<file path="src/hdl/bpa_pkg.sv">
// Shared types and constants for the bitmap page allocator.
// No dependencies; imported by every file in the project except bpa_ram and bpa_fifo.
package bpa_pkg;

	// Request opcodes
	typedef enum logic [1:0] {
		OP_ALLOC   = 2'd0,
		OP_FREE    = 2'd1,
		OP_QUERY   = 2'd2,
		OP_RELEASE = 2'd3
	} op_t;

	// Result status codes
	typedef enum logic [2:0] {
		ST_OK         = 3'd0,
		ST_NO_MEM     = 3'd1,
		ST_NULL       = 3'd2,
		ST_UNALIGNED  = 3'd3,
		ST_RANGE      = 3'd4,
		ST_RESERVED   = 3'd5,
		ST_DOUBLE     = 3'd6
	} status_t;

	localparam int ADDR_W     = 28;
	localparam int CNT_W      = 17;
	localparam int WORD_BITS  = 64;
	localparam int WB_W       = 6;
	localparam logic [CNT_W-1:0] RESERVED_RESET = 17'd18432;

	// Register addresses (byte offsets)
	localparam logic [3:0] REG_TRACKED  = 4'd0;
	localparam logic [3:0] REG_ACTIVE   = 4'd4;
	localparam logic [3:0] REG_RESERVED = 4'd8;

	// Classified request control from front to back
	typedef struct packed {
		op_t     op;
		status_t status;
	} cmd_ctl_t;

	// One result item
	typedef struct packed {
		status_t           status;
		logic [ADDR_W-1:0] page_address;
		logic              owned;
		logic [CNT_W-1:0]  used_count;
	} res_t;

	// Lowest set bit of a map word
	function automatic logic [WB_W-1:0] first_set(input logic [WORD_BITS-1:0] v);
		logic [WB_W-1:0] r;
		r = '0;
		for (int i = WORD_BITS - 1; i >= 0; i--) begin
			if (v[i]) r = WB_W'(i);
		end
		return r;
	endfunction

endpackage

</file>
<file path="src/hdl/bpa_fifo.sv">
// Small register queue used between the allocator stages.
// No dependencies.
module bpa_fifo #(
	parameter int WIDTH = 8,
	parameter int DEPTH = 2
) (
	input  logic             clk,
	input  logic             arst_n,
	input  logic             push,
	input  logic [WIDTH-1:0] din,
	output logic             full,
	input  logic             pop,
	output logic [WIDTH-1:0] dout,
	output logic             empty
);

	localparam int PW = (DEPTH > 1) ? $clog2(DEPTH) : 1;
	localparam int CW = $clog2(DEPTH + 1);

	logic [WIDTH-1:0] ent_q [DEPTH];
	logic [PW-1:0]    wr_q, rd_q;
	logic [CW-1:0]    cnt_q;
	logic             do_push, do_pop;

	assign full    = (cnt_q == CW'(DEPTH));
	assign empty   = (cnt_q == '0);
	assign do_push = push && !full;
	assign do_pop  = pop && !empty;
	assign dout    = ent_q[rd_q];

	// storage
	always_ff @(posedge clk) begin
		if (do_push) ent_q[wr_q] <= din;
	end

	// pointers and fill count
	always_ff @(posedge clk or negedge arst_n) begin
		if (!arst_n) begin
			wr_q  <= '0;
			rd_q  <= '0;
			cnt_q <= '0;
		end else begin
			if (do_push) wr_q <= (wr_q == PW'(DEPTH - 1)) ? '0 : wr_q + 1'b1;
			if (do_pop)  rd_q <= (rd_q == PW'(DEPTH - 1)) ? '0 : rd_q + 1'b1;
			if (do_push && !do_pop)      cnt_q <= cnt_q + 1'b1;
			else if (do_pop && !do_push) cnt_q <= cnt_q - 1'b1;
		end
	end

endmodule

</file>
<file path="src/hdl/bpa_front.sv">
// Front stage: takes requests, checks addresses and queues classified commands.
// Depends on bpa_pkg and bpa_fifo.
module bpa_front import bpa_pkg::*; #(
	parameter int PAGE_SHIFT = 12,
	parameter int PGW        = 16,
	parameter int CW         = 17
) (
	input  logic              clk,
	input  logic              arst_n,
	input  logic              push,
	input  logic [1:0]        opcode,
	input  logic [ADDR_W-1:0] address,
	output logic              full,
	input  logic              blocked,
	input  logic [CW-1:0]     eff_trk,
	input  logic [CNT_W-1:0]  reserved,
	input  logic              cmd_pop,
	output logic              cmd_empty,
	output cmd_ctl_t          cmd_ctl,
	output logic [PGW-1:0]    cmd_page
);

	localparam int PFW = ADDR_W - PAGE_SHIFT;
	localparam int XW  = (CW > PFW) ? CW : PFW;
	localparam int FW  = $bits(cmd_ctl_t) + PGW;

	logic [PFW-1:0] pg;
	cmd_ctl_t       ctl;
	logic           q_full;
	logic [FW-1:0]  q_out;

	assign pg = address[ADDR_W-1:PAGE_SHIFT];

	// classify: validation order null, unaligned, range, reserved
	always_comb begin
		ctl.op     = op_t'(opcode);
		ctl.status = ST_OK;
		if (ctl.op != OP_ALLOC) begin
			if (address == '0)
				ctl.status = ST_NULL;
			else if (address[PAGE_SHIFT-1:0] != '0)
				ctl.status = ST_UNALIGNED;
			else if (XW'(pg) >= XW'(eff_trk))
				ctl.status = ST_RANGE;
			else if (ctl.op != OP_QUERY && XW'(pg) < XW'(reserved))
				ctl.status = ST_RESERVED;
		end
	end

	assign full = q_full || blocked;

	bpa_fifo #(.WIDTH(FW), .DEPTH(2)) u_cmdq (
		.clk   (clk),
		.arst_n(arst_n),
		.push  (push && !full),
		.din   ({ctl, PGW'(pg)}),
		.full  (q_full),
		.pop   (cmd_pop),
		.dout  (q_out),
		.empty (cmd_empty)
	);

	assign cmd_ctl  = q_out[FW-1:PGW];
	assign cmd_page = q_out[PGW-1:0];

endmodule

</file>
<file path="config.mk">
export PLATFORM = sky130hd
export DESIGN_NAME = bpa_front
export DESIGN_NICKNAME = d
export VERILOG_FILES = /design/src/hdl/bpa_pkg.sv /design/src/hdl/bpa_fifo.sv /design/src/hdl/bpa_front.sv
export SDC_FILE = /design/constraint.sdc
export NUM_CORES = 1
export LEC_CHECK = 0
export ABC_AREA = 1
export BUFFER_PORTS_ARGS = -buffer_cell sky130_fd_sc_hd__buf_2
export CORE_ASPECT_RATIO = 1.75
export CORE_MARGIN = 2
export CORE_UTILIZATION = 44
export CTS_CLUSTER_SIZE = 10
export DETAILED_ROUTE_END_ITERATION = 8
export PLACE_DENSITY = 0.74
export REMOVE_ABC_BUFFERS = 1
export SETUP_SLACK_MARGIN = 0.3
export SLEW_MARGIN = 20
export SYNTH_ARGS = -nofsm -noshare
export SYNTH_HDL_FRONTEND = slang
export SYNTH_SLANG_ARGS = --single-unit
</file>
<file path="constraint.sdc">
create_clock -name clk -period 2.1 [get_ports clk]
set_input_delay 0.315 -clock clk [delete_from_list [all_inputs] [get_ports clk]]
set_output_delay 0.315 -clock clk [all_outputs]
set_load 0.05 [all_outputs]
</file>
; Word level (Yosys, flattened, before mapping)
; Memory sizes are Yosys's and may differ from the RTL's.
; Cells that the tools add are included.
[totals]
reg_bits = 4
ramBits = 42
in_bits = 69
output_inout_bits = 23
wordCells = 40
mem_count = 1
[mem_list]
columns = name, depth, word_bits, read_ports, rd_clocked_by_memory_dff, write_ports, line_no
row1 = u_cmdq.ent_q, 2, 21, 1, 0, 1, bpa_fifo.sv:20  ; logic [WIDTH-1:0] ent_q [DEPTH];
[classes]
add_sub_neg = 4
order_cmp = 2
n_eq_ne = 2
mux = 11
reduce_logical = 17
[ops]
columns = cell, count
row1 = $logic_not 28->1, 1
row2 = $ge 16x17->1, 1
row3 = $lt 16x17->1, 1
row4 = $mux 3, 5
row5 = $reduce_bool 12->1, 1
row6 = $logic_and 1x1->1, 6
row7 = $logic_not 1->1, 5
row8 = $mux 1, 4
row9 = $mux 2, 2
row10 = $reduce_bool 2->1, 2
row11 = $add 1x1->1 const B, 2
row12 = $add 2x1->2 const B, 1
row13 = $eq 2x2->1 const B, 1
row14 = $logic_not 2->1, 1
row15 = $ne 2x2->1 const B, 1
row16 = $sub 2x1->2 const B, 1
row17 = $logic_or 1x1->1, 1

; Depth between registers and ports, before layout
[depth]
ltp_word = 9
mapped_depth = 13
ltp_nobuf = 13

; By module
; Synthesis repeated with hierarchy kept, for this count alone.
[unflattened]
hier_cells = 325
area_unflattened_um2 = 2797.7
[by_module_without_submodules]
columns = mod, n_inst, cells_each, area_per_inst_um2, seq_area_each_um2
row1 = bpa_fifo, 1, 141, 1751.7, 1361.3
row2 = bpa_front, 1, 184, 1046.0, 0.0

; Least setup slack after synthesis
; No wires, ideal clock.
[synth_timing]
path_type = register to register
startpoint = reg u_cmdq.cnt_q[0]
endpoint = mem u_cmdq.ent_q[0][0] (netlist bit) (enable)
setup_ns = 0.399
arrival_time_ns = 1.560
required_ns = 1.701
path_slack_ns = 0.141
stages_incl_launch_ff = 5
path_buffers = 0
path_cell_list = dfrtp_1 > inv_1 > nand2_1 > nand3_1 > nor2_1
[synth_between]
elab_chain_len = 7
[synth_rtl]
columns = item, line_no
row1 = "start, declared", bpa_fifo.sv:22  ; logic [CW-1:0] cnt_q;
row2 = "start signal, assigned", bpa_fifo.sv:45  ; if (do_push && !do_pop) cnt_q <= cnt_q + 1'b1;
row3 = "start signal, assigned", bpa_fifo.sv:46  ; else if (do_pop && !do_push) cnt_q <= cnt_q - 1'b1;
row4 = $eq 2x2->1 *, bpa_fifo.sv:25  ; assign full = (cnt_q == CW'(DEPTH));
row5 = $logic_or 1x1->1, bpa_front.sv:50  ; assign full = q_full || blocked;
row6 = $logic_not 1->1, bpa_front.sv:55  ; .push (push && !full),
row7 = $logic_and 1x1->1, bpa_front.sv:55
row8 = $logic_and 1x1->1 *, bpa_fifo.sv:27  ; assign do_push = push && !full;
row9 = $mux 1 *, bpa_fifo.sv:33  ; if (do_push) ent_q[wr_q] <= din;
row10 = $mux 1 (implied by the code) *, bpa_fifo.sv:33
row11 = "end, declared", bpa_fifo.sv:20
; Every way passes the cells marked *; elsewhere a longest branch is shown, timed or not.

==> impl_metrics.tcl <==
set metrics [dict create \
    status "finished clean" \
    tritoncts "yes" \
    dieWidth_um 63.8 \
    synth_seq_area_share_pct 49.4 \
    min_path_type "in -> reg" \
    critPathMaxFanout 12 \
    dr.pass1.iters 4 \
    core_area_mm2 0.00613 \
    ys_top_cells_by_area "edfxtp_1 46%, nand2_1 16%, ha_1 15%" \
    synth_top_family_by_area "simple AND/OR/NAND/NOR gates" \
    clock_sinks 46 \
    utilization_pct 57.1 \
    finalNetCount 520 \
    dr.first_iter.drc_count 93 \
    antenna_found_initial 0 \
    max_slew.worst_pin.slew_ps 332 \
    numCtsBuffers 5 \
    synth_edf_count 42 \
    startpoint_type "flop" \
    synth_top_flop_cell "edfxtp_1" \
    final_common_cell "nand2_1" \
    rows 38 \
    holdWs_ps 246 \
    grt_max_degree 22 \
    pin_count 92 \
    worstPathArrival_ps 1400 \
    grt_pass1_wl_um 9470 \
    initial_core_util_pct 44.9 \
    p_per_area_mw_per_mm2 1040 \
    fin_worst_skew_ps 4.49 \
    place.gp.congestion 0.851 \
    critPathLaunch "u_cmdq.rd_q" \
    synth_compound_area_share_pct 4.36 \
    drive_gt1_share_pct 26.4 \
    yosys.area_share.simple_pct 22.2 \
    wl_per_cell_um 11.8 \
    min_from "opcode[1]" \
    ant_nets 0 \
    synthXorXnorAreaFrac_pct 1.27 \
    ctsLongestPathBuffers 2 \
    reg2regPathDepth 8 \
    finalWirelength_um 5920 \
    setup-violations-final 0 \
    fmax_ghz 0.582 \
    vias 2347 \
    synthAdderAreaFrac_pct 14.5 \
    synth_area_mm2 0.00275 \
    syn_area_per_cell_um2 8.63 \
    post-route-min-period_ps 1720 \
    r2r_slack_ps 470 \
    relSlewSlack_pct 77.6 \
    final_cell_mix "115 x nand2_1, 72 x buf_2, 56 x inv_1" \
    finalCritPeriodShare_pct 81.8 \
    crit_path_end "cmd_ctl[0]" \
    clock_latency_ps 300 \
    irDropWorstVdd_v 0.000496 \
    grt_use_total_pct 17.7 \
    synthCells 319 \
    drc 0 \
    yosys.area.top_type "edfxtp_1" \
    areaGrowthSynthToFinish_pct 27.3 \
    grt_overflow 0 \
    required_ps 1780 \
    die_area_mm2 0.00693 \
    synth_top_area_share_pct 45.8 \
    cts_root_buffer "clkbuf_8" \
    via_per_inst 4.69 \
    timing.rr.start "u_cmdq.cnt_q[0]" \
    slew_violations 0 \
    p_leak_uw 0.00186 \
    portBuffers 91 \
    diodes 0 \
    hpwlAfterDp_um 4780 \
    critPathKind "reg -> out" \
    synth.distinct_cells 22 \
    synth.area.mux_share_pct 0 \
    ys_async_sr_fraction_pct 8.70 \
    crit_path_end_kind "primary output" \
    path_clk_slew_ps 80 \
    timing.rr.end "u_cmdq.cnt_q[1]" \
    hold_viol 0 \
    yosys_warnings 0 \
    rsz0062_at_grt "yes" \
    grt_pass1_vias 2286 \
    die_height_um 109 \
    ys_seq_elements 46 \
    cap_violations 0 \
    tns_ps 0 \
    h-tree-depth 2 \
]
[flip-flops by register name (all words and copies together), names as in the netlist]
| register | flops |
|---|---|
| u_cmdq.ent_q | 42 |
| u_cmdq.wr_q | 1 |
| u_cmdq.rd_q | 1 |
| u_cmdq.cnt_q | 2 |
[synth_stat cells, drive strengths merged (2+ instances only)]
| library cell | count |
|---|---|
| a21oi | 13 |
| a21o | 2 |
| ha | 32 |
| o21ai | 4 |
| clkbuf | 3 |
| and2 | 2 |
| xor2 | 2 |
| nand3 | 2 |
| nand2 | 115 |
| nor4 | 3 |
| edfxtp | 42 |
| nor2 | 32 |
| xnor2 | 2 |
| inv | 56 |
| dfrtp | 4 |
[how the worst min path moves through the flow]
| stage | to | slack, ps | depth (start not counted) |
|---|---|---|---|
| floorplan | u_cmdq.cnt_q[0] | 20 | 0 |
| detailed placement | u_cmdq.cnt_q[1] | 130 | 1 |
| global placement | u_cmdq.cnt_q[1] | 120 | 1 |
| finish | u_cmdq.ent_q[1][20] | 250 | 1 |
| CTS | u_cmdq.ent_q[1][20] | 240 | 1 |
| global route | u_cmdq.ent_q[1][20] | 240 | 1 |
[metrics by stage]
step,instance area (µm²),instances,setup WS (ps),power [µW]
after floorplan,2740,315,141,2460
after detailed placement,3340,491,278,2970
after global placement,3340,491,349,2930
after CTS,3460,500,298,3600
final,3500,500,382,3660
after global routing,3500,500,293,3870
[layer usage]
| metal | global-route usage [%] | vias up | wire length, µm |
|---|---|---|---|
| met5 | 0 | - | 0 |
| met2 | 33.4 | 77 | 3320 |
| met4 | 9.63 | 0 | 159 |
| li1 | - | 1207 | - |
| met3 | 2.89 | 10 | 288 |
| met1 | 18.1 | 1053 | 2150 |
[where the power goes]
group / internal (µW) / total, µW / switching (µW) / leakage, µW
registers: 1160 / 1230 / 71.2 / 0.000429
clock network: 350 / 634 / 284 / 0.0000579
logic: 516 / 1800 / 1280 / 0.00137
[area by class of cell]
type	count	area, µm²
clock buffers	5	68.8
clock inverters	3	40.0
fillers	574	2630
inverters	56	210
multi-input cells	213	1170
flip-flops and latches	46	1360
well taps	80	100
repair buffers	97	551
[kinds of logic after synthesis]
logic type                 count (synthesis)
AOI/OAI and AO/OA                         21
xor gates and xnor gates                   4
adders and majority gates                 32
buffers and inverters                     60
DFF                                       46
and+or+nand+nor                          156
[what timing repair did]
item                       in CTS  in global routing
hold buffers                    1                  0
setup endpoints to repair       1                 21
setup buffers                   0                  0
hold endpoints to repair        4                  0
resized for setup               0                 25
pin swaps                       0                  0
[worst max-delay path: stages (launching register included)]
cell and delay (ps):
dfrtp_2 460, inv_1 90, buf_4 180, nand2_1 70
nand2_1 80, clkbuf_4 230
No activity file was read; power rests on OpenSTA's default activity.
