$ cat src/hdl/bpa_fifo.sv
// Small register queue used between the allocator stages.
// No dependencies.
module bpa_fifo #(
	parameter int WIDTH = 8,
	parameter int DEPTH = 2
) (
	input  logic             clk,
	input  logic             arst_n,
	input  logic             push,
	input  logic [WIDTH-1:0] din,
	output logic             full,
	input  logic             pop,
	output logic [WIDTH-1:0] dout,
	output logic             empty
);

	localparam int PW = (DEPTH > 1) ? $clog2(DEPTH) : 1;
	localparam int CW = $clog2(DEPTH + 1);

	logic [WIDTH-1:0] ent_q [DEPTH];
	logic [PW-1:0]    wr_q, rd_q;
	logic [CW-1:0]    cnt_q;
	logic             do_push, do_pop;

	assign full    = (cnt_q == CW'(DEPTH));
	assign empty   = (cnt_q == '0);
	assign do_push = push && !full;
	assign do_pop  = pop && !empty;
	assign dout    = ent_q[rd_q];

	// storage
	always_ff @(posedge clk) begin
		if (do_push) ent_q[wr_q] <= din;
	end

	// pointers and fill count
	always_ff @(posedge clk or negedge arst_n) begin
		if (!arst_n) begin
			wr_q  <= '0;
			rd_q  <= '0;
			cnt_q <= '0;
		end else begin
			if (do_push) wr_q <= (wr_q == PW'(DEPTH - 1)) ? '0 : wr_q + 1'b1;
			if (do_pop)  rd_q <= (rd_q == PW'(DEPTH - 1)) ? '0 : rd_q + 1'b1;
			if (do_push && !do_pop)      cnt_q <= cnt_q + 1'b1;
			else if (do_pop && !do_push) cnt_q <= cnt_q - 1'b1;
		end
	end

endmodule

$ cat config.mk
export PLATFORM = sky130hd
export DESIGN_NAME = bpa_fifo
export DESIGN_NICKNAME = d
export VERILOG_FILES = /design/src/hdl/bpa_fifo.sv
export SDC_FILE = /design/constraint.sdc
export NUM_CORES = 1
export LEC_CHECK = 0
export BUFFER_PORTS_ARGS = -buffer_cell sky130_fd_sc_hd__buf_2
export CAP_MARGIN = 20
export CELL_PAD_IN_SITES_DETAIL_PLACEMENT = 0
export CELL_PAD_IN_SITES_GLOBAL_PLACEMENT = 2
export CORE_MARGIN = 2
export CORE_UTILIZATION = 36
export CTS_CLUSTER_DIAMETER = 120
export CTS_CLUSTER_SIZE = 10
export DETAILED_ROUTE_END_ITERATION = 12
export HOLD_SLACK_MARGIN = 0.06
export PLACE_DENSITY_LB_ADDON = 0.25
export SLEW_MARGIN = 30
export SYNTH_ARGS = -nofsm -noshare
export SYNTH_HDL_FRONTEND = slang
export SYNTH_SLANG_ARGS = --single-unit
$ cat constraint.sdc
create_clock -name clk -period 2.3 [get_ports clk]
set_clock_uncertainty 0.1 [all_clocks]
set_input_delay 0.23 -clock clk [delete_from_list [all_inputs] [get_ports clk]]
set_output_delay 0.23 -clock clk [all_outputs]
set_load 0.02 [all_outputs]
* Word-level counts from Yosys, hierarchy flattened
Memory sizes are Yosys's and may differ from the RTL's. Index checks and enable logic that the tools add are counted.
Operators by class: reductions and logical operators 10, $add $sub $neg 4, multiplexer cells 6, equal/unequal tests 1
Operator list (count):
- logical AND 1 bit | 4
- zero test 1 bit | 4
- two-way mux 1 bit | 4
- two-way mux 2 bit | 2
- adder 1 bit (second input constant) | 2
- adder 2 x 1 -> 2 bit (second input constant) | 1
- == test 2 bit (second input constant) | 1
- zero test 2 bit | 1
- nonzero test 2 bit | 1
- subtractor 2 x 1 -> 2 bit (second input constant) | 1
Word-level totals: input port bits 12, flip-flop bits (word level) 4, output and inout port bits 10, memories kept 1, memory bits (writable) 16, logic and storage cells 25
Memories:
- ent_q | words 2, bits a word 8, rd ports 1, clocked after memory_dff 0, wr ports 1, line 20 | logic [WIDTH-1:0] ent_q [DEPTH];

* Longest topological paths before layout
Gate-level depths: netlist (run 1).
word-level depth 7, depth in mapped cells 7, mapped depth without buffers 7

* Worst setup path after synthesis (run 1)
OpenSTA, ideal clock, no wires.
path kind register -> register, start point register cnt_q[0], end point memory ent_q[0][0], enable pin, setup slack 0.808 ns, stages on the path, launching flop included 4, buffers on the path 0, data arrival time 1.022 ns, data required time 1.830 ns, setup time 0.370 ns, period minus slack after synthesis 1.492 ns, cells stage by stage dfrtp_1 > nand2b_1 > nand2_2 > nor2_1
On the way: cells in the longest elaborated chain, start to end 5
Ends and longest elaborated chain:
- start, declared | line 22 | logic [CW-1:0] cnt_q;
- start signal, assigned | line 45 | if (do_push && !do_pop) cnt_q <= cnt_q + 1'b1;
- start signal, assigned | line 46 | else if (do_pop && !do_push) cnt_q <= cnt_q - 1'b1;
- == test 2 bit | line 25 | assign full = (cnt_q == CW'(DEPTH));
- zero test 1 bit | line 27 | assign do_push = push && !full;
- logical AND 1 bit | line 27
- two-way mux 1 bit | line 33 | if (do_push) ent_q[wr_q] <= din;
- two-way mux 1 bit (not written as such) | line 33
- end, declared | line 20
Every way passes these cells.

* Final worst setup path (run 1)
start point register rd_q, end point output port dout[7]
On the way: cells in the longest elaborated chain, start to end 1
Ends and longest elaborated chain:
- start, declared | line 21 | logic [PW-1:0] wr_q, rd_q;
- start signal, assigned | line 44 | if (do_pop) rd_q <= (rd_q == PW'(DEPTH - 1)) ? '0 : rd_q + 1'b1;
- memory read (2 x 8 bit)
- end, declared | line 13 | output logic [WIDTH-1:0] dout,
Every way passes these cells.

==> results.sh, run 1 <==
export IMPL_status="finished clean"
export IMPL_cts_buffers=3
export IMPL_clockBufferDepth=2
export IMPL_ios=22
export IMPL_setup_violations=0
export IMPL_grt_pass1_vias=451
export IMPL_layout_setup_ws_ps=566
export IMPL_vdd_ir_drop_max_v=0.000650
export IMPL_gp_congestion=0.686
export IMPL_start_util_pct=39.1
export IMPL_grt_util_all_layers_pct=10.3
export IMPL_synth_area_top_cells="edfxtp_1 61%, dfrtp_1 13%, mux2_1 8.6%"
export IMPL_area_growth_pct=35.4
export IMPL_worstHoldPathType="primary input to flip-flop"
export IMPL_rows=16
export IMPL_final_antenna_net_count=0
export IMPL_cpMaxStageDelayCell="dfrtp_1"
export IMPL_syn_avg_cell_area_um2=17.8
export IMPL_worstPathMaxFanout=9
export IMPL_hold_viol=0
export IMPL_clkLatencyLatePin_ps=290
export IMPL_clk_pin_slew_worst_paths_ps=110
export IMPL_post_route_period_util_pct=75.4
export IMPL_crit_chain="mux2_2 > buf_2"
export IMPL_post_place_ws_ps=605
export IMPL_dr_pass1_iters=4
export IMPL_dieArea_um2=2560
export IMPL_path_class="flip-flop to output pin"
export IMPL_yosysTopAreaCellShare_pct=61.4
export IMPL_worst_slew_pin_slew_ps=637
export IMPL_arrival_ps=1400
export IMPL_layout_drive_gt1_share_pct=37.7
export IMPL_slowest_delay_ps=580
export IMPL_maxSlewHeadroom_pct=57.4
export IMPL_syn_instance_count=44
export IMPL_synth_fp_nets=57
export IMPL_synth_area_um2=782
export IMPL_layout_commonest_cell="buf_2"
export IMPL_drt_wl_total_um=1210
export IMPL_via_count=454
export IMPL_cts_resized=0
export IMPL_post_cts_buffers=0
export IMPL_port_buffers=21
export IMPL_cp_end_kind="output pin"
export IMPL_clock_root_buffer="clkbuf_4"
export IMPL_antenna_found_initial=0
export IMPL_drv_cap=0
export IMPL_grt_max_degree=13
export IMPL_finalSetupTns_ps=0
export IMPL_clock_sinks=20
export IMPL_grt_ovfl_total=0
export IMPL_die_h_um=50.6
export IMPL_synth_largest_area_cell="edfxtp_1"
export IMPL_final_max_slew_violation_count=0
export IMPL_crit_family="flip-flops"
export IMPL_synth_seq_cells=20
export IMPL_synth_distinct_cells=15
export IMPL_core_um2=2000
export IMPL_synth_warnings=0
export IMPL_grt_pass1_wl_um=1950
export IMPL_leakage_uw=0.000440
export IMPL_fin_hold_ws_ps=117
export IMPL_layout_common_cells="21 x buf_2, 16 x edfxtp_1, 9 x dlygate4sd3_1"
export IMPL_timing_critical_path_buf_inv=1
export IMPL_diodes=0
export IMPL_via_per_inst=4.37
export IMPL_fillers=174
export IMPL_drtIter0Drc=11
export IMPL_hold_buffers=9
export IMPL_period_needed_ps=1730
export IMPL_ys_seq_area_share_pct=74.2
export IMPL_required_ps=1970
export IMPL_htree_levels=1
export IMPL_rsz0062_at_grt="no"
export IMPL_nNetsFinal=91
export IMPL_cts_tree="yes"
export IMPL_die_w_um=50.6
export IMPL_wl_per_cell_um=11.6
export IMPL_dp_hpwl_um=819
export IMPL_max_freq_ghz=0.577
export IMPL_worstSetupStartpointType="flip-flop"
export IMPL_drc=0
export IMPL_p_per_area_nw_per_um2=1220
==> worst reg2reg max path, cell delays in order (launching register included) <==
cell and delay (ps):
dfrtp_1 430, nand2b_1 190, nand2_2 100, nor2_1 500
==> registers in the layout (all words and copies together) (netlist names) <==
signal	flops
wr_q	1
cnt_q	2
ent_q	16
rd_q	1
==> synth_stat cells <==
library cell / number
xnor2_2: 1
edfxtp_1: 16
nand2_2: 1
and3_1: 1
inv_1: 2
buf_2: 1
mux2_1: 6
o21ai_1: 1
nand2b_1: 1
dfrtp_1: 4
xnor2_1: 2
nor2_1: 3
xor2_1: 2
ha_1: 1
mux2_2: 2
==> report_power, final <==
group	internal, µW	total, µW	switching, µW	leakage (µW)
registers	506	583	76.8	0.000195
clock network	176	275	99.5	0.0000279
logic	196	437	240	0.000217
==> metrics by stage <==
| step | std cells | cell area, µm² | total power (µW) | util (%) |
|---|---|---|---|---|
| 6_report | 104 | 1060 | 1300 | 52.9 |
| 5_1_grt | 104 | 1060 | 1370 | 52.9 |
| 4_1_cts | 104 | 1060 | 1310 | 52.9 |
| 3_5_place_dp | 91 | 916 | 1020 | 45.8 |
| 3_3_place_gp | 91 | 916 | 1020 | 45.8 |
| 2_1_floorplan | 44 | 782 | 900 | - |
==> cell type report <==
cell class	instances	area [µm²]	share of cell area, %
clock buffers	3	22.5	2.13
clock inverters	1	30.0	2.84
inverters	2	7.51	0.709
multi-input cells	21	189	17.8
flip-flops and latches	20	581	54.8
well taps	27	33.8	3.19
repair buffers	30	195	18.4
==> cells by family after synthesis <==
logic type | Yosys count | share of synthesized area [%]
flops | 20 | 74.2
mux | 8 | 11.5
simple gates | 6 | 3.84
xor+xnor | 5 | 6.56
buf+inv | 3 | 1.60
compound gates | 1 | 0.639
fa+ha+maj | 1 | 1.60
==> metal layers <==
layer / vias to the layer above / track usage [%] / wire length [µm]
met5: - / 0 / 0
met4: 0 / 1.35 / 0
met3: 0 / 2.68 / 45
met2: 8 / 19.1 / 624
met1: 221 / 12.1 / 536
li1: 225 / - / -
==> final timing paths <==
path,from,end,slack [ps],depth (start not counted)
worst max-delay path,rd_q,dout[7],570,2
worst min-delay path,push,wr_q,120,3
worst max register to register,cnt_q[0],ent_q[0][7],620,3
worst min register to register,wr_q,wr_q,420,1
max in group asynchronous,arst_n,cnt_q[0],1820,2
min in group asynchronous,arst_n,wr_q,160,2
No activity file was read; power rests on OpenSTA's default activity.
==> run 2, diff against run 1 <==
--- a/config.mk
+++ b/config.mk
@@ -5,12 +5,13 @@
 export SDC_FILE = /design/constraint.sdc
 export NUM_CORES = 1
 export LEC_CHECK = 0
+export ABC_AREA = 1
 export BUFFER_PORTS_ARGS = -buffer_cell sky130_fd_sc_hd__buf_2
 export CAP_MARGIN = 20
 export CELL_PAD_IN_SITES_DETAIL_PLACEMENT = 0
 export CELL_PAD_IN_SITES_GLOBAL_PLACEMENT = 2
 export CORE_MARGIN = 2
-export CORE_UTILIZATION = 36
+export CORE_UTILIZATION = 31
 export CTS_CLUSTER_DIAMETER = 120
 export CTS_CLUSTER_SIZE = 10
 export DETAILED_ROUTE_END_ITERATION = 12
==> constraint.sdc (replaced) <==
create_clock -name clk -period 1.6 [get_ports clk]
set_clock_uncertainty 0.1 [all_clocks]
set_input_delay 0.16 -clock clk [delete_from_list [all_inputs] [get_ports clk]]
set_output_delay 0.16 -clock clk [all_outputs]
set_load 0.02 [all_outputs]
==> results.sh, run 2 <==
export IMPL_final_max_slew_violation_count=0
export IMPL_clk_pin_slew_worst_paths_ps=100
export IMPL_synth_top_cells_by_count="33 x nand2_1, 16 x edfxtp_1, 7 x inv_1, 4 x dfrtp_1"
export IMPL_yosysTopAreaCellShare_pct=59.4
export IMPL_power_internal_uw=1080
export IMPL_period_needed_ps=1480
export IMPL_syn_avg_cell_area_um2=11.1
export IMPL_async_flop_share_pct=20.0
export IMPL_clock_root_buffer="clkbuf_4"
export IMPL_synth_top_family_by_area="simple AND/OR/NAND/NOR gates"
export IMPL_area_growth_pct=34.0
export IMPL_fillers=262
export IMPL_die_h_um=55.1
export IMPL_reg2regPathDepth=7
export IMPL_drtIter0Drc=1
export IMPL_synth_area_um2=810
export IMPL_synth_fp_nets=86
export IMPL_dr_pass1_iters=4
export IMPL_synth_warnings=0
export IMPL_maxSlewHeadroom_pct=79.0
export IMPL_synth_seq_cells=20
export IMPL_gp_congestion=0.731
export IMPL_required_ps=1340
export IMPL_synth_area_top_cells="edfxtp_1 59%, nand2_1 15%, dfrtp_1 12%"
export IMPL_drv_cap=0
export IMPL_grt_pass1_vias=510
export IMPL_clock_power_share_pct=13.4
export IMPL_grt_pass1_wl_um=2190
export IMPL_synth_distinct_cells=14
export IMPL_die_w_um=55.1
export IMPL_fin_area_um2=1080
export IMPL_diodes=0
export IMPL_antenna_found_initial=0
export IMPL_ys_seq_area_share_pct=71.7
export IMPL_grt_util_all_layers_pct=11.1
export IMPL_place_area_um2=955
export IMPL_rsz0062_at_grt="no"
export IMPL_top_register="ent_q"
export IMPL_worst_slew_pin_slew_ps=314
export IMPL_leakage_uw=0.000506
export IMPL_synth_compound_area_share_pct=1.24
export IMPL_largestRegisters="ent_q x16, cnt_q x2"
export IMPL_clkLatencyLatePin_ps=290
export IMPL_arrival_ps=1220
export IMPL_rows=18
export IMPL_reg2reg_slack_ps=140
export IMPL_layout_common_cells="33 x nand2_1, 21 x buf_2, 16 x edfxtp_1"
export IMPL_yosysMostFrequentCell="nand2_1"
export IMPL_synthXorXnorAreaFrac_pct=1.08
export IMPL_synthMuxAreaShare_pct=0
export IMPL_grt_ovfl_total=0
export IMPL_p_comb_share_pct=40.7
export IMPL_post_route_period_util_pct=92.2
export IMPL_startpoint="rd_q"
export IMPL_r2r_end="cnt_q[1]"
export IMPL_worstHoldPathType="primary input to async pin"
export IMPL_dieArea_um2=3040
export IMPL_port_buffers=21
export IMPL_vdd_ir_drop_max_v=0.000825
export IMPL_switching_share_pct=40.3
export IMPL_htree_levels=1
export IMPL_max_freq_ghz=0.678
export IMPL_synth_fa_ha_area_share_pct=1.55
export IMPL_clockBufferDepth=2
export IMPL_final_antenna_net_count=0
export IMPL_ios=22
export IMPL_nNetsFinal=122
export IMPL_wl_per_cell_um=10.5
export IMPL_synth_edf_count=16
export IMPL_drt_wl_total_um=1440
export IMPL_yosys_area_share_simple_pct=20.1
export IMPL_via_per_inst=4.24
export IMPL_worstPathMaxFanout=10
export IMPL_synth_largest_area_cell="edfxtp_1"
export IMPL_crit_path_end="dout[1]"
export IMPL_start_util_pct=32.7
export IMPL_grt_max_degree=12
export IMPL_drc=0
export IMPL_cts_buffers=3
export IMPL_cp_end_kind="output pin"
export IMPL_path_class="flip-flop to output pin"
export IMPL_largest_reg_flops=16
export IMPL_layout_commonest_cell="nand2_1"
export IMPL_status="finished clean"
export IMPL_setup_violations=0
export IMPL_net_switching_power_uw=731
export IMPL_core_um2=2480
export IMPL_syn_instance_count=73
export IMPL_reg2reg_from="cnt_q[0]"
export IMPL_via_count=585
export IMPL_layout_drive_gt1_share_pct=26.9
export IMPL_power_frac_seq_pct=45.9
export IMPL_hold_viol=0
export IMPL_clock_sinks=20
export IMPL_worstSetupStartpointType="flip-flop"
export IMPL_cts_tree="yes"
export IMPL_p_per_area_nw_per_um2=1670
export IMPL_synthFlopType="edfxtp_1"
export IMPL_finalSetupTns_ps=0
export IMPL_dp_hpwl_um=996
export IMPL_regArea_um2=582
export IMPL_multi_input_area_um2=194
run 2: stage by stage:
step | hold WS [ps] | total power (µW) | setup WS, ps | utilization [%] | instances
finish | 90.4 | 1820 | 124 | 43.8 | 138
global route | 90.7 | 1970 | 7.18 | 43.8 | 138
CTS | 87.7 | 1830 | 61.8 | 43.7 | 138
detailed placement | -126 | 1570 | 118 | 38.5 | 124
global placement | -125 | 1570 | 72.0 | 38.5 | 124
floorplan | -236 | 1320 | 101 | - | 73
run 2: kinds of logic (layout without fill, tap and decap cells):
| kind of cell | Yosys count | after routing |
|---|---|---|
| AO/OA/AOI/OAI | 2 | 2 |
| XOR/XNOR | 1 | 1 |
| adder cells (fa/ha/maj) | 1 | 1 |
| buffers and inverters | 9 | 44 |
| flip-flops | 20 | 20 |
| AND/OR/NAND/NOR | 40 | 40 |
run 2: worst min path at each step:
stage,from,endpoint,slack [ps],cells past startpoint
global placement,arst_n,cnt_q[0],-130,1
global route,arst_n,cnt_q[0],90,2
finish,arst_n,cnt_q[0],90,2
floorplan,arst_n,cnt_q[0],-240,0
detailed placement,arst_n,cnt_q[0],-130,1
CTS,arst_n,cnt_q[0],90,2
run 2: power groups by stage:
stage	registers, µW	clock network [µW]	logic [µW]
4_1_cts	831	249	753
3_5_place_dp	839	0	731
3_3_place_gp	835	0	730
5_1_grt	852	271	844
6_report	834	243	738
2_1_floorplan	785	0	540
run 2: worst max-delay path, stage by stage (launching register included):
cell and delay, ps:
dfrtp_2 510, inv_4 130, nand2_1 60, nand2_1 60, buf_2 160
run 2: what timing repair did:
action                                  4_1_cts  5_1_grt
endpoints found under the setup margin        7        2
setup buffers                                 0        0
endpoints found under the hold margin        21        0
hold buffers                                 10        0
gates cloned                                  0        0
resized for setup                             1        2
run 2: final cells by class:
type / count / area share [%]
Sequential cell: 20 / 53.6
Timing Repair Buffer: 32 / 19.6
Multi-Input combinational cell: 44 / 17.9
Tap cell: 30 / 3.46
Inverter: 8 / 3.00
Clock buffer: 4 / 2.42
run 2: metal layers:
metal  GRT usage (%)  vias to the layer above  routed length [µm]
met5               0                        -                   0
met4            6.10                        0                  26
met3            3.23                        5                  68
met2            17.1                       13                 698
met1            13.9                      261                 651
li1                -                      306                   -
==> run 3, diff against run 2 <==
--- a/config.mk
+++ b/config.mk
@@ -5,13 +5,12 @@
 export SDC_FILE = /design/constraint.sdc
 export NUM_CORES = 1
 export LEC_CHECK = 0
-export ABC_AREA = 1
 export BUFFER_PORTS_ARGS = -buffer_cell sky130_fd_sc_hd__buf_2
 export CAP_MARGIN = 20
 export CELL_PAD_IN_SITES_DETAIL_PLACEMENT = 0
 export CELL_PAD_IN_SITES_GLOBAL_PLACEMENT = 2
 export CORE_MARGIN = 2
-export CORE_UTILIZATION = 31
+export CORE_UTILIZATION = 34
 export CTS_CLUSTER_DIAMETER = 120
 export CTS_CLUSTER_SIZE = 10
 export DETAILED_ROUTE_END_ITERATION = 12
==> results.sh, run 3 (same netlist as run 1, synthesis figures left out) <==
export IMPL_status="finished clean"
export IMPL_slowest_delay_ps=410
export IMPL_port_buffers=21
export IMPL_drtIter0Drc=7
export IMPL_crit_chain="buf_4 > mux2_1 > buf_2"
export IMPL_clockBufferDepth=2
export IMPL_total_power_uw=1790
export IMPL_worst_slew_pin_slew_ps=358
export IMPL_nNetsFinal=98
export IMPL_grt_ovfl_total=0
export IMPL_die_h_um=52.0
export IMPL_post_route_period_util_pct=99.6
export IMPL_crit_path_end="dout[3]"
export IMPL_drv_cap=0
export IMPL_required_ps=1340
export IMPL_cts_buffers=3
export IMPL_net_switching_power_uw=613
export IMPL_drt_wl_total_um=1190
export IMPL_r2r_end="ent_q[0][7]"
export IMPL_top_register="ent_q"
export IMPL_grt_max_degree=12
export IMPL_reg2regPathDepth=5
export IMPL_stdcell_count=112
export IMPL_layout_common_cells="22 x buf_2, 16 x edfxtp_1, 10 x dlygate4sd3_1"
export IMPL_largestRegisters="ent_q x16, cnt_q x2"
export IMPL_start_util_pct=35.7
export IMPL_worstPathMaxFanout=5
export IMPL_layout_drive_gt1_share_pct=41.7
export IMPL_path_class="flip-flop to output pin"
export IMPL_period_needed_ps=1590
export IMPL_dr_pass1_iters=3
export IMPL_core_um2=2190
export IMPL_drc=0
export IMPL_setup_violations=0
export IMPL_grt_pass1_wl_um=1880
export IMPL_gp_congestion=0.662
export IMPL_via_per_inst=4.13
export IMPL_startpoint="rd_q"
export IMPL_clk_pin_slew_worst_paths_ps=100
export IMPL_switching_share_pct=34.2
export IMPL_leakage_uw=0.000459
export IMPL_grt_util_all_layers_pct=9.90
export IMPL_htree_levels=1
export IMPL_fillers=197
export IMPL_dp_hpwl_um=819
export IMPL_grt_pass1_vias=444
export IMPL_layout_commonest_cell="buf_2"
export IMPL_area_growth_pct=39.0
export IMPL_p_per_area_nw_per_um2=1650
export IMPL_cpMaxStageDelayCell="dfrtp_2"
export IMPL_dieArea_um2=2700
export IMPL_cp_end_kind="output pin"
export IMPL_hold_viol=0
export IMPL_worstHoldPathType="primary input to async pin"
export IMPL_worstSetupStartpointType="flip-flop"
export IMPL_final_antenna_net_count=0
export IMPL_maxSlewHeadroom_pct=76.1
export IMPL_ios=22
export IMPL_antenna_found_initial=0
export IMPL_final_max_slew_violation_count=0
export IMPL_wl_per_cell_um=10.6
export IMPL_clock_root_buffer="clkbuf_4"
export IMPL_power_frac_seq_pct=44.2
export IMPL_max_freq_ghz=0.627
export IMPL_clock_sinks=20
export IMPL_cts_tree="yes"
export IMPL_arrival_ps=1330
export IMPL_reg2reg_slack_ps=150
export IMPL_largest_reg_flops=16
export IMPL_via_count=462
export IMPL_clock_power_share_pct=12.8
export IMPL_numPlacedInstances=95
export IMPL_p_comb_share_pct=43.0
export IMPL_diodes=0
export IMPL_clkLatencyLatePin_ps=290
export IMPL_rows=17
export IMPL_power_internal_uw=1180
export IMPL_die_w_um=52.0
export IMPL_reg2reg_from="cnt_q[1]"
export IMPL_rsz0062_at_grt="yes"
export IMPL_vdd_ir_drop_max_v=0.000950
run 3: worst min-delay path by stage:
stage | start | depth (start not counted) | slack [ps] | end
floorplan | arst_n | 0 | -240 | cnt_q[0]
global placement | arst_n | 1 | -130 | cnt_q[1]
detailed placement | arst_n | 1 | -130 | cnt_q[1]
CTS | pop | 3 | 80 | rd_q
global route | arst_n | 2 | 70 | cnt_q[1]
finish | arst_n | 2 | 90 | cnt_q[1]
run 3: power groups by stage:
stage                     Combinational (µW)  Sequential, µW  Clock [µW]
final                                    771             793         230
after floorplan                          502             793           0
after CTS                                695             839         243
after detailed placement                 673             848           0
after global placement                   675             843           0
after global routing                     847             809         267
run 3: area by class of cell:
cell class                 count  area, µm²  share of cell area [%]
clock buffer                   4       26.3                    2.42
inverter                       2       7.51                   0.690
multi-input combinational     21        189                    17.4
sequential                    20        582                    53.5
tap                           28       35.0                    3.22
timing repair buffer          37        248                    22.8
run 3: critical path: cells and delay by family, from the launching register on:
kind	cells	cell delay (ps)
buffers and inverters	2	320
flip-flops	1	410
multiplexers	1	310
run 3: repair_timing:
action / CTS / global route
hold endpoints to repair: 21 / 0
gates resized for setup: 1 / 0
pin swaps: 0 / 1
hold buffers: 10 / 0
gates cloned: 0 / 0
endpoints found under the setup margin: 8 / 9
setup buffers: 0 / 3
run 3: stage by stage:
step / cell area (µm²) / setup TNS (ps) / setup WS [ps] / hold WS [ps] / util, %
4_1_cts: 1070 / -8.66 / -6.11 / 79.2 / 48.7
5_1_grt: 1090 / -319 / -55.2 / 74.0 / 49.6
3_5_place_dp: 940 / 0 / 107 / -127 / 42.9
3_3_place_gp: 940 / 0 / 115 / -126 / 42.9
2_1_floorplan: 782 / 0 / 108 / -236 / -
6_report: 1090 / 0 / 5.64 / 89.9 / 49.6
run 3: routing by layer:
layer,routed length [µm],vias up,share of wire (%),GRT usage [%]
met2,542,15,46,15.4
met5,0,-,0,0
met3,51,2,4.3,2.59
met1,573,210,48,12.5
met4,19,0,1.6,5.26
li1,-,235,-,-
